## src/rtl/five_bit_string_packer_core_assert.svh

```systemverilog
// Assertion macros for the five-bit string packer, compiled out under SYNTHESIS.
`ifndef FIVE_BIT_STRING_PACKER_CORE_ASSERT_SVH
`define FIVE_BIT_STRING_PACKER_CORE_ASSERT_SVH
`ifndef SYNTHESIS
`define FBSP_ASSERT_CLK(lbl, clk, rstn, prop, msg) \
  lbl: assert property (@(posedge clk) disable iff (!rstn) prop) else $error(msg);
`define FBSP_ASSERT(lbl, prop, msg) `FBSP_ASSERT_CLK(lbl, clk_i, rst_ni, prop, msg)
`else
`define FBSP_ASSERT_CLK(lbl, clk, rstn, prop, msg)
`define FBSP_ASSERT(lbl, prop, msg)
`endif
`endif

```

## src/rtl/fbsp_pkg.sv

```systemverilog
// Shared types, codes and the character map of the five-bit string packer.
`timescale 1ns / 1ps
package fbsp_pkg;

  localparam logic ACTION_BEGIN = 1'b0;
  localparam logic ACTION_CHAR  = 1'b1;

  localparam int FIFO_DEPTH = 2;

  // Index of the last byte a length prefix may take (five bytes).
  localparam logic [2:0] LEN_LAST_IDX = 3'd4;

  localparam logic [4:0] CODE_PIPE  = 5'd10;
  localparam logic [4:0] CODE_COMMA = 5'd11;
  localparam logic [4:0] CODE_ALPHA = 5'd12;

  typedef enum logic [1:0] {
    KIND_LEN,
    KIND_CHAR,
    KIND_BAD
  } kind_e;

  typedef struct packed {
    kind_e kind;
    logic  two_bytes;
  } fbsp_ctrl_t;

  // Map an ASCII byte to {valid, 5-bit code}.
  function automatic logic [5:0] char_code(input logic [7:0] c);
    logic [7:0] d;
    logic [7:0] a;
    d = c - 8'h30;
    a = c - 8'h41;
    if (c >= 8'h30 && c <= 8'h39) begin
      char_code = {1'b1, d[4:0]};
    end else if (c == 8'h7C) begin
      char_code = {1'b1, CODE_PIPE};
    end else if (c == 8'h2C) begin
      char_code = {1'b1, CODE_COMMA};
    end else if (c >= 8'h41 && c <= 8'h54) begin
      char_code = {1'b1, CODE_ALPHA + a[4:0]};
    end else begin
      char_code = 6'd0;
    end
  endfunction

endpackage

```

## src/rtl/fbsp_front.sv

```systemverilog
// Front end: accepts items, packs 5-bit codes and queues output work.
`timescale 1ns / 1ps
module fbsp_front #(
  parameter int LENGTH_BITS = 32
) (
  input  logic                   clk_i,
  input  logic                   rst_ni,
  input  logic                   in_valid_i,
  output logic                   in_stall_o,
  input  logic                   action_i,
  input  logic [31:0]            string_length_i,
  input  logic [7:0]             char_byte_i,
  input  logic                   final_char_i,
  input  logic                   fifo_full_i,
  output logic                   push_o,
  output fbsp_pkg::fbsp_ctrl_t   push_ctrl_o,
  output logic [LENGTH_BITS-1:0] push_len_o,
  output logic [15:0]            push_data_o
);
  import fbsp_pkg::*;

  logic [6:0]              pend_q, pend_d;
  logic [2:0]              cnt_q, cnt_d;
  logic                    abort_q, abort_d;
  logic                    accept;
  logic [5:0]              cc;
  logic [11:0]             acc;
  logic [3:0]              cnt5;
  logic [7:0]              rem;
  logic [2:0]              rc;
  logic                    flush;
  logic [LENGTH_BITS+31:0] len_ext;

  assign in_stall_o = fifo_full_i;
  assign accept     = in_valid_i && !fifo_full_i;
  assign len_ext    = {{LENGTH_BITS{1'b0}}, string_length_i};
  assign push_len_o = len_ext[LENGTH_BITS-1:0];

  always_comb begin
    cc    = char_code(char_byte_i);
    acc   = {5'b0, pend_q} | ({7'b0, cc[4:0]} << cnt_q);
    cnt5  = {1'b0, cnt_q} + 4'd5;
    rc    = cnt5[2:0];
    rem   = cnt5[3] ? {4'b0, acc[11:8]} : acc[7:0];
    flush = final_char_i && (rc != 3'd0);

    push_o                = 1'b0;
    push_ctrl_o.kind      = KIND_CHAR;
    push_ctrl_o.two_bytes = 1'b0;
    push_data_o           = cnt5[3] ? {rem, acc[7:0]} : {8'b0, rem};
    pend_d                = pend_q;
    cnt_d                 = cnt_q;
    abort_d               = abort_q;

    if (accept) begin
      if (action_i == ACTION_BEGIN) begin
        // Drop any open string and queue the length prefix.
        push_o           = 1'b1;
        push_ctrl_o.kind = KIND_LEN;
        pend_d           = 7'd0;
        cnt_d            = 3'd0;
        abort_d          = 1'b0;
      end else if (!abort_q) begin
        if (!cc[5]) begin
          push_o           = 1'b1;
          push_ctrl_o.kind = KIND_BAD;
          pend_d           = 7'd0;
          cnt_d            = 3'd0;
          abort_d          = 1'b1;
        end else begin
          push_o                = cnt5[3] || flush;
          push_ctrl_o.two_bytes = cnt5[3] && flush;
          pend_d                = final_char_i ? 7'd0 : rem[6:0];
          cnt_d                 = final_char_i ? 3'd0 : rc;
        end
      end
    end
  end

  always_ff @(posedge clk_i or negedge rst_ni) begin
    if (!rst_ni) begin
      pend_q  <= 7'd0;
      cnt_q   <= 3'd0;
      abort_q <= 1'b0;
    end else begin
      pend_q  <= pend_d;
      cnt_q   <= cnt_d;
      abort_q <= abort_d;
    end
  end

endmodule

```

## src/rtl/fbsp_fifo.sv

```systemverilog
// Short work queue between the front and back ends.
`timescale 1ns / 1ps
module fbsp_fifo #(
  parameter int LENGTH_BITS = 32
) (
  input  logic                   clk_i,
  input  logic                   rst_ni,
  input  logic                   push_i,
  input  fbsp_pkg::fbsp_ctrl_t   push_ctrl_i,
  input  logic [LENGTH_BITS-1:0] push_len_i,
  input  logic [15:0]            push_data_i,
  input  logic                   pop_i,
  output logic                   full_o,
  output logic                   empty_o,
  output fbsp_pkg::fbsp_ctrl_t   head_ctrl_o,
  output logic [LENGTH_BITS-1:0] head_len_o,
  output logic [15:0]            head_data_o
);
  import fbsp_pkg::*;

  localparam int PTR_W = (FIFO_DEPTH > 1) ? $clog2(FIFO_DEPTH) : 1;
  localparam int CNT_W = $clog2(FIFO_DEPTH + 1);
  localparam logic [PTR_W-1:0] PTR_LAST = PTR_W'(FIFO_DEPTH - 1);
  localparam logic [CNT_W-1:0] CNT_FULL = CNT_W'(FIFO_DEPTH);

  fbsp_ctrl_t             ctrl_q [FIFO_DEPTH];
  logic [LENGTH_BITS-1:0] len_q  [FIFO_DEPTH];
  logic [15:0]            data_q [FIFO_DEPTH];
  logic [PTR_W-1:0]       wr_q, rd_q;
  logic [CNT_W-1:0]       cnt_q;

  assign full_o      = (cnt_q == CNT_FULL);
  assign empty_o     = (cnt_q == '0);
  assign head_ctrl_o = ctrl_q[rd_q];
  assign head_len_o  = len_q[rd_q];
  assign head_data_o = data_q[rd_q];

  always_ff @(posedge clk_i) begin
    if (push_i) begin
      ctrl_q[wr_q] <= push_ctrl_i;
      len_q[wr_q]  <= push_len_i;
      data_q[wr_q] <= push_data_i;
    end
  end

  always_ff @(posedge clk_i or negedge rst_ni) begin
    if (!rst_ni) begin
      wr_q  <= '0;
      rd_q  <= '0;
      cnt_q <= '0;
    end else begin
      if (push_i) begin
        wr_q <= (wr_q == PTR_LAST) ? '0 : wr_q + 1'b1;
      end
      if (pop_i) begin
        rd_q <= (rd_q == PTR_LAST) ? '0 : rd_q + 1'b1;
      end
      if (push_i && !pop_i) begin
        cnt_q <= cnt_q + 1'b1;
      end else if (pop_i && !push_i) begin
        cnt_q <= cnt_q - 1'b1;
      end
    end
  end

endmodule

```

## src/rtl/fbsp_back.sv

```systemverilog
// Back end: expands queued work into result bytes, one per cycle while the output is not stalled.
`timescale 1ns / 1ps
module fbsp_back #(
  parameter int LENGTH_BITS = 32
) (
  input  logic                   clk_i,
  input  logic                   rst_ni,
  input  logic                   empty_i,
  input  fbsp_pkg::fbsp_ctrl_t   head_ctrl_i,
  input  logic [LENGTH_BITS-1:0] head_len_i,
  input  logic [15:0]            head_data_i,
  output logic                   pop_o,
  output logic                   out_valid_o,
  input  logic                   out_stall_i,
  output logic [7:0]             out_byte_o,
  output logic                   bad_char_o,
  output logic                   run_end_o
);
  import fbsp_pkg::*;

  localparam int W = LENGTH_BITS + 7;

  fbsp_ctrl_t   cur_q;
  logic [W-1:0] work_q;
  logic [15:0]  data_q;
  logic [2:0]   idx_q;
  logic         busy_q;
  logic         ov_q;
  logic [7:0]   byte_q;
  logic         bad_q;
  logic         end_q;
  logic [7:0]   res_byte;
  logic         res_bad;
  logic         res_last;
  logic         more;
  logic         adv;
  logic         emit;

  assign more = |work_q[W-1:7];

  always_comb begin
    res_bad = 1'b0;
    case (cur_q.kind)
      KIND_LEN: begin
        res_byte = {more, work_q[6:0]};
        res_last = !more || (idx_q == LEN_LAST_IDX);
      end
      KIND_CHAR: begin
        res_byte = idx_q[0] ? data_q[15:8] : data_q[7:0];
        res_last = idx_q[0] || !cur_q.two_bytes;
      end
      KIND_BAD: begin
        res_byte = 8'd0;
        res_bad  = 1'b1;
        res_last = 1'b1;
      end
      default: begin
        res_byte = 8'd0;
        res_last = 1'b1;
      end
    endcase
  end

  assign adv   = !ov_q || !out_stall_i;
  assign emit  = busy_q && adv;
  assign pop_o = !empty_i && (!busy_q || (emit && res_last));

  always_ff @(posedge clk_i) begin
    if (pop_o) begin
      cur_q  <= head_ctrl_i;
      work_q <= {7'd0, head_len_i};
      data_q <= head_data_i;
    end else if (emit) begin
      work_q <= work_q >> 7;
    end
    if (emit) begin
      byte_q <= res_byte;
      bad_q  <= res_bad;
      end_q  <= res_last;
    end
  end

  always_ff @(posedge clk_i or negedge rst_ni) begin
    if (!rst_ni) begin
      busy_q <= 1'b0;
      idx_q  <= 3'd0;
      ov_q   <= 1'b0;
    end else begin
      if (pop_o) begin
        busy_q <= 1'b1;
        idx_q  <= 3'd0;
      end else if (emit) begin
        busy_q <= !res_last;
        idx_q  <= idx_q + 3'd1;
      end
      if (emit) begin
        ov_q <= 1'b1;
      end else if (!out_stall_i) begin
        ov_q <= 1'b0;
      end
    end
  end

  assign out_valid_o = ov_q;
  assign out_byte_o  = byte_q;
  assign bad_char_o  = bad_q;
  assign run_end_o   = end_q;

endmodule

```

## src/rtl/five_bit_string_packer_core.sv

```systemverilog
// Top level of the five-bit string packer: LEB128 length prefix and 5-bit packing.
// The first result of a transaction passes through the queue, the back end's work registers and the output register.
// Throughput: one input transaction per cycle while the queue has room and one result per
// cycle while the output is not stalled; a begin gives 1 to 5 result bytes and a character at most 2.
// Reset (rst_ni low, asynchronous) empties the queue and clears the packing state.
`timescale 1ns / 1ps
`include "five_bit_string_packer_core_assert.svh"
module five_bit_string_packer_core #(
  parameter int LENGTH_BITS = 32
) (
  input  logic        clk_i,
  input  logic        rst_ni,
  input  logic        in_valid_i,
  output logic        in_stall_o,
  input  logic        action_i,
  input  logic [31:0] string_length_i,
  input  logic [7:0]  char_byte_i,
  input  logic        final_char_i,
  output logic        out_valid_o,
  input  logic        out_stall_i,
  output logic [7:0]  out_byte_o,
  output logic        bad_char_o,
  output logic        run_end_o
);
  import fbsp_pkg::*;

  // Queue entries: the control word, the masked length and up to two packed bytes.
  logic                   push;
  fbsp_ctrl_t             push_ctrl;
  logic [LENGTH_BITS-1:0] push_len;
  logic [15:0]            push_data;
  logic                   pop;
  logic                   fifo_full;
  logic                   fifo_empty;
  fbsp_ctrl_t             head_ctrl;
  logic [LENGTH_BITS-1:0] head_len;
  logic [15:0]            head_data;

  // Front: accept a transaction whenever the queue has room, update the packing
  // state at once and queue any bytes it produces.
  fbsp_front #(
    .LENGTH_BITS(LENGTH_BITS)
  ) u_front (
    .clk_i,
    .rst_ni,
    .in_valid_i,
    .in_stall_o,
    .action_i,
    .string_length_i,
    .char_byte_i,
    .final_char_i,
    .fifo_full_i (fifo_full),
    .push_o      (push),
    .push_ctrl_o (push_ctrl),
    .push_len_o  (push_len),
    .push_data_o (push_data)
  );

  // Queue: decouple input stalls from output stalls.
  fbsp_fifo #(
    .LENGTH_BITS(LENGTH_BITS)
  ) u_fifo (
    .clk_i,
    .rst_ni,
    .push_i      (push),
    .push_ctrl_i (push_ctrl),
    .push_len_i  (push_len),
    .push_data_i (push_data),
    .pop_i       (pop),
    .full_o      (fifo_full),
    .empty_o     (fifo_empty),
    .head_ctrl_o (head_ctrl),
    .head_len_o  (head_len),
    .head_data_o (head_data)
  );

  // Back: advance one byte per cycle into the output register while the output is not stalled;
  // pop the next entry in the same cycle the current one emits its last byte.
  fbsp_back #(
    .LENGTH_BITS(LENGTH_BITS)
  ) u_back (
    .clk_i,
    .rst_ni,
    .empty_i     (fifo_empty),
    .head_ctrl_i (head_ctrl),
    .head_len_i  (head_len),
    .head_data_i (head_data),
    .pop_o       (pop),
    .out_valid_o,
    .out_stall_i,
    .out_byte_o,
    .bad_char_o,
    .run_end_o
  );

  // The front never pushes into a full queue, and the back never pops an empty one.
  `FBSP_ASSERT(a_no_overflow, fifo_full |-> !push, "push into full queue")
  `FBSP_ASSERT(a_no_underflow, pop |-> !fifo_empty, "pop from empty queue")
  // An error result is a single zero byte that closes its transaction.
  `FBSP_ASSERT(a_bad_result, out_valid_o && bad_char_o |-> run_end_o && out_byte_o == 8'd0,
               "malformed error result")

endmodule
```

## config.mk

```make
export PLATFORM = sky130hd
export DESIGN_NAME = five_bit_string_packer_core
export DESIGN_NICKNAME = d
export VERILOG_FILES = /design/src/rtl/fbsp_pkg.sv /design/src/rtl/fbsp_front.sv /design/src/rtl/fbsp_fifo.sv /design/src/rtl/fbsp_back.sv /design/src/rtl/five_bit_string_packer_core.sv
export VERILOG_INCLUDE_DIRS = /design/src /design/src/rtl
export SDC_FILE = /design/constraint.sdc
export NUM_CORES = 1
export LEC_CHECK = 0
export ABC_AREA = 1
export BUFFER_PORTS_ARGS = -buffer_cell sky130_fd_sc_hd__clkbuf_2
export CELL_PAD_IN_SITES_DETAIL_PLACEMENT = 1
export CELL_PAD_IN_SITES_GLOBAL_PLACEMENT = 1
export CORE_MARGIN = 2
export CORE_UTILIZATION = 53
export DETAILED_ROUTE_END_ITERATION = 16
export HOLD_SLACK_MARGIN = 0.02
export PLACE_DENSITY = 0.95
export SLEW_MARGIN = 20
export SYNTH_ARGS = -nofsm -noshare
export SYNTH_HDL_FRONTEND = slang
export SYNTH_HIERARCHICAL = 1
export SYNTH_SLANG_ARGS = --single-unit
export TNS_END_PERCENT = 1
```

## constraint.sdc

```tcl
create_clock -name clk_i -period 13.1 [get_ports clk_i]
set_clock_uncertainty 0.05 [all_clocks]
set_input_delay 3.275 -clock clk_i [delete_from_list [all_inputs] [get_ports clk_i]]
set_output_delay 3.275 -clock clk_i [all_outputs]
set_load 0.01 [all_outputs]
```

==> flow_metrics.tcl, run 1 <==
set metrics [dict create \
    hold_violations 0 \
    worst_pin_slew_ns 0.963 \
    synthMuxAreaShare_pct 8.87 \
    yosys-top-cells-area "edfxtp_1 57%, mux2_4 8.6%, nand2_1 6.1%, dfrtp_1 5.9%, buf_4 3.5%" \
    clock_power_share_pct 22.7 \
    rsz0062_at_grt "false" \
    synth_most_common_cell "edfxtp_1" \
    synth_area_mm2 0.00855 \
    ir_drop_v 0.000129 \
    syn_inst 694 \
    switching_power_uw 790 \
    synth_xor_xnor_area_share_pct 0.717 \
    yosysUniqueCellTypes 39 \
    drive_above_1_share_pct 24.7 \
    ys_warn_count 6 \
    rows 46 \
    pre_cts_slack_ns 6.53 \
    grt.overflow.total 0 \
    initial_core_util_pct 54.0 \
    power_frac_seq_pct 46.4 \
    worst_ep_arrival_time_ns 6.52 \
    critPathCaptureType "flop" \
    r2r-start "u_back/work_q[21]" \
    synth_edf_count 163 \
    powerDensity_mw_per_mm2 238 \
    routed-wl-met2_um 10600 \
    rr_worst_depth 17 \
    synthArstFlopShare_pct 10.9 \
    cts_tree "built" \
    r2r_slack_ns 9.35 \
    grt_pass1_vias 5533 \
    drc 0 \
    nets 775 \
    ios 58 \
    synth_fa_ha_area_share_pct 1.17 \
    hold_start "u_front/pend_q[3]" \
    io_buffers 57 \
    core_mm2 0.0158 \
    synth_top_cell_by_area "edfxtp_1" \
    antenna_found_initial 0 \
    pwr-share-comb_pct 31.0 \
    synth_top_family_by_area "simple AND/OR/NAND/NOR gates" \
    ys_ff_latch 183 \
    grt_util_all_layers_pct 24.4 \
    synth_top_area_share_pct 57.3 \
    cts_sinks 183 \
    ys_seq_area_share_pct 63.1 \
    met3RoutedLength_um 700 \
    fin_ws_ns 6.85 \
    worst-setup-path-type "in -> reg" \
    insertedDiodeCount 0 \
    rr_endpoint "u_fifo/cnt_q[1]" \
    post-cts-setup-buffers 0 \
    dieArea_mm2 0.0172 \
    fp.dieH_um 131 \
    hold_buffers 0 \
    fin_crit_ns 6.25 \
    insertion_delay_ns 0.44 \
    clk_path_buf_depth 2 \
    run_status "complete, no violations" \
    syn_area_per_cell_um2 12.3 \
    hold_end "u_front/pend_q[3]" \
    die-width_um 131 \
    gp_congestion 0.891 \
    hold_depth 2 \
    cts.repair.resized 0 \
    synth_compound_area_share_pct 2.15 \
    cp_data_required_time_ns 13.37 \
    drv_slew 0 \
    relSlewSlack_pct 35.8 \
    dpl.hpwl_um 13300 \
    finalSetupViolations 0 \
    period_share_pct 47.7 \
    syn2layout_area_growth_pct 8.11 \
    p_leak_uw 0.00391 \
    dr.pass1.iters 5 \
    routed_via_density 5.43 \
    htree_levels 4 \
    ant_nets 0 \
    crit_fanout 34 \
    cap_violations 0 \
    drt-total-wl_um 19900 \
    fin_setup_tns_ns 0 \
    drt_iter0_markers 510 \
    highest_layer "met4" \
    finalPower_uw 2200 \
    cts.clk_slew.worst_paths_ns 0.07 \
    synth_simple_gate_area_share_pct 15.2 \
    ys_top_cells_by_count "163 x edfxtp_1, 138 x nand2_1, 65 x inv_1" \
    vias 5160 \
    grt_max_degree 52 \
    p_int_uw 1410 \
    p_sw_share_pct 35.8 \
    startpoint_type "input port" \
    cts_root_buf "clkbuf_16" \
    m1WireLength_um 7980 \
    wire_per_inst_um 21.0 \
    grt_pass1_wl_um 30400 \
    numCtsBuffers 17 \
    timing.fmax_mhz 160 \
    holdCritPathClass "reg -> reg" \
    synth_flop_cell "edfxtp_1" \
]
[cells in the final DEF (no fill, tap or decap), types with 4 or more instances in the layout]
cell type and count:
xor2_1 5, o21ai_0 28, nand3_1 58, nor2_1 43
conb_1 4, mux2_4 49, nor2_2 10, inv_1 64
clkbuf_2 57, nand2_1 138, nand2_2 6, ha_1 8
edfxtp_1 163, dfrtp_1 19, inv_6 5, nand3_2 5
inv_2 5, clkbuf_16 17, nand4_1 7
[worst max-delay path by stage]
stage                   start                  end  slack [ns]  cells after the start
2_1_floorplan  char_byte_i[1]  u_fifo/ctrl_q[0][0]        6.04                     12
6_report          out_stall_i      u_fifo/cnt_q[1]        6.85                     14
3_5_place_dp      out_stall_i      u_fifo/cnt_q[1]        6.53                     14
5_1_grt           out_stall_i      u_fifo/cnt_q[1]        6.63                     14
3_3_place_gp      out_stall_i      u_fifo/cnt_q[1]        6.85                     14
4_1_cts           out_stall_i      u_fifo/cnt_q[1]        6.88                     14
[state kept, by name (all words and copies together) (netlist names), 6 cells and up]
| name | count |
|---|---|
| u_front/pend_q | 7 |
| u_fifo/ctrl_q | 6 |
| u_back/out_byte_o | 8 |
| u_fifo/len_q | 64 |
| u_fifo/data_q | 32 |
| u_back/work_q | 32 |
| u_back/data_q | 16 |
[through the flow]
stage	area [um^2]	std cells	utilization [%]	hold WS (ns)
3_3_place_gp	8670	918	54.8	0.412
5_1_grt	9240	950	58.4	0.500
2_1_floorplan	8560	697	-	0.390
6_report	9240	950	58.4	0.489
3_5_place_dp	8670	918	54.8	0.414
4_1_cts	9240	950	58.4	0.485
[metal layers]
metal / vias up / track usage (%)
met2: 162 / 43.4
met4: 0 / 10.8
met3: 49 / 5.13
met1: 2569 / 28.5
li1: 2380 / -
met5: - / 0
[power groups by stage]
stage,sequential (uW),combinational [uW],clock (uW)
6_report,1020,683,499
5_1_grt,1040,745,522
4_1_cts,1020,686,506
3_5_place_dp,1020,661,0
3_3_place_gp,999,591,0
2_1_floorplan,975,543,0
[critical path, cell delays in order]
cell	delay, ns
clkbuf_2	0.10
nand2_1	0.09
nand2_1	0.13
inv_1	0.43
nand3_2	0.17
nand2_4	0.30
nand2_4	0.34
inv_1	0.79
inv_1	0.11
ha_1	0.35
inv_1	0.10
nand3_1	0.12
nand2_1	0.10
nand2_1	0.06
[kinds of logic after synthesis]
| logic type | after synthesis |
|---|---|
| other | 1 |
| multiplexers | 51 |
| adder cells (fa/ha/maj) | 8 |
| buffers and inverters | 127 |
| AO/OA/AOI/OAI | 35 |
| AND/OR/NAND/NOR | 282 |
| XOR/XNOR | 7 |
| flip-flops | 183 |
[area by class of cell]
type,instances,area (um^2)
clock buffers,17,425
clock inverters,15,141
fillers,1601,6590
inverters,72,272
multi-input cells,387,2430
flip-flops and latches,183,5400
well taps,216,270
repair buffers,60,308
Power figures use the tool's default switching activity.
==> run 2: changes to the inputs <==
--- a/config.mk
+++ b/config.mk
@@ -11,10 +11,10 @@
 export CELL_PAD_IN_SITES_DETAIL_PLACEMENT = 1
 export CELL_PAD_IN_SITES_GLOBAL_PLACEMENT = 1
 export CORE_MARGIN = 2
-export CORE_UTILIZATION = 53
+export CORE_UTILIZATION = 45
 export DETAILED_ROUTE_END_ITERATION = 16
 export HOLD_SLACK_MARGIN = 0.02
-export PLACE_DENSITY = 0.95
+export PLACE_DENSITY = 0.87
 export SLEW_MARGIN = 20
 export SYNTH_ARGS = -nofsm -noshare
 export SYNTH_HDL_FRONTEND = slang
==> constraint.sdc (replaced) <==
create_clock -name clk_i -period 5.3 [get_ports clk_i]
set_clock_uncertainty 0.05 [all_clocks]
set_input_delay 1.325 -clock clk_i [delete_from_list [all_inputs] [get_ports clk_i]]
set_output_delay 1.325 -clock clk_i [all_outputs]
set_load 0.01 [all_outputs]
==> flow_metrics.tcl, run 2 (synthesized netlist as in run 1, its figures left out) <==
set metrics [dict create \
    drt_iter0_markers 343 \
    run_status "complete, no violations" \
    antenna_found_initial 0 \
    pwr-share-comb_pct 30.1 \
    highest_layer "met4" \
    grt_pass1_wl_um 29000 \
    ios 58 \
    rows 50 \
    m1WireLength_um 7890 \
    finalSetupViolations 0 \
    die-width_um 142 \
    insertion_delay_ns 0.43 \
    nets 777 \
    vias 4992 \
    fp.dieH_um 142 \
    cap_violations 0 \
    final_cell_mix "163 x edfxtp_1, 138 x nand2_1, 64 x inv_1" \
    hold_violations 0 \
    drc 0 \
    syn2layout_area_growth_pct 9.19 \
    power_frac_seq_pct 46.1 \
    relSlewSlack_pct 40.7 \
    fin_ws_ns 1.54 \
    holdCritPathClass "reg -> reg" \
    ant_nets 0 \
    worst_ep_arrival_time_ns 4.02 \
    numCtsBuffers 17 \
    grt_max_degree 52 \
    grt.overflow.total 0 \
    layout_commonest_cell "edfxtp_1" \
    drv_slew 0 \
    grt_pass1_vias 5434 \
    routed-wl-met2_um 9630 \
    cts_root_buf "clkbuf_16" \
    timing.fmax_mhz 266 \
    switching_power_uw 1840 \
    cts_tree "built" \
    rsz0062_at_grt "false" \
    dr.pass1.iters 5 \
    io_buffers 57 \
    worst_pin_slew_ns 0.884 \
    period_share_pct 70.9 \
    p_leak_uw 0.00394 \
    largestRegisters "u_fifo/len_q (64), u_back/work_q (32), u_fifo/data_q (32)" \
    clk_path_buf_depth 2 \
    largest_register_ffs 64 \
    pre_cts_slack_ns 1.08 \
    grt_util_all_layers_pct 19.2 \
    drt-total-wl_um 18600 \
    startpoint_type "input port" \
    clock_power_share_pct 23.9 \
    fin_crit_ns 3.76 \
    met3RoutedLength_um 607 \
    p_int_uw 3630 \
    gp_congestion 0.860 \
    p_sw_share_pct 33.7 \
    routed_via_density 5.15 \
    ir_drop_v 0.000311 \
    htree_levels 4 \
    dpl.hpwl_um 12600 \
    cts.repair.resized 0 \
    dieArea_mm2 0.0201 \
    drive_above_1_share_pct 24.6 \
    top_register "u_fifo/len_q" \
    cts_sinks 183 \
    cp_data_required_time_ns 5.56 \
    hold_buffers 0 \
    critPathCaptureType "flop" \
    post-cts-setup-buffers 0 \
    initial_core_util_pct 45.8 \
    fin_util_pct 50.1 \
    core_mm2 0.0186 \
    worst-setup-path-type "in -> reg" \
    fin_setup_tns_ns 0 \
    powerDensity_mw_per_mm2 587 \
    wire_per_inst_um 19.1 \
    insertedDiodeCount 0 \
    cts.clk_slew.worst_paths_ns 0.06 \
    crit_fanout 34 \
]
==> run 2: cell count changes in the layout (fill, tap and decap cells not counted), sizes merged <==
cell,previous run,this run
clkinvlp,3,4
buf,3,5
inv,76,71
clkbuf,74,75
bufinv,1,4
==> run 2: final cells by class <==
| class | count | area [um^2] |
|---|---|---|
| Timing Repair Buffer | 62 | 335 |
| Clock buffer | 18 | 429 |
| Inverter | 72 | 270 |
| Sequential cell | 183 | 5400 |
| Tap cell | 234 | 293 |
| Clock inverter | 14 | 181 |
| Fill cell | 1962 | 9310 |
| Multi-Input combinational cell | 387 | 2430 |
==> run 2: power groups by stage <==
| stage | clock network [uW] | logic (uW) | registers, uW |
|---|---|---|---|
| CTS | 1330 | 1660 | 2530 |
| detailed placement | 0 | 1620 | 2550 |
| global route | 1380 | 1800 | 2560 |
| finish | 1310 | 1650 | 2520 |
| floorplan | 0 | 1340 | 2410 |
| global placement | 0 | 1500 | 2490 |
==> run 2: path summary, 6_finish.rpt <==
path,from,end,slack [ns],cells after the start
min in group asynchronous,rst_ni,u_front/pend_q[1],0.84,1
max in group asynchronous,rst_ni,u_fifo/rd_q,3.93,1
setup reg to reg,u_fifo/cnt_q[0],u_fifo/cnt_q[1],2.01,11
hold reg to reg,u_front/pend_q[4],u_front/pend_q[4],0.43,2
setup / recovery,out_stall_i,u_fifo/cnt_q[1],1.54,15
hold / removal,u_front/pend_q[4],u_front/pend_q[4],0.43,2
==> run 2: worst max-delay path, cell delays in order <==
cell and delay, ns:
clkbuf_2 0.08, nand2_1 0.07, nand2_1 0.10, inv_1 0.39
nand3_2 0.15, nand2_4 0.30, nand2_4 0.35, inv_1 0.14
buf_4 0.34, inv_1 0.11, ha_1 0.33, inv_1 0.09
nand3_1 0.08, nand2_1 0.09, nand2_1 0.07
==> run 2: metrics by stage <==
stage / hold WS (ns) / area (um^2) / total power (uW) / cells
after floorplan: 0.390 / 8560 / 3750 / 697
after global placement: 0.415 / 8720 / 3990 / 938
after detailed placement: 0.415 / 8720 / 4170 / 938
after CTS: 0.433 / 9330 / 5520 / 970
after global routing: 0.453 / 9330 / 5740 / 970
final: 0.431 / 9330 / 5480 / 970
==> run 2: per-layer routing <==
metal	vias up	GRT usage [%]
met1	2464	23.2
met5	-	0
li1	2382	-
met2	115	34.0
met3	31	3.61
met4	0	7.79
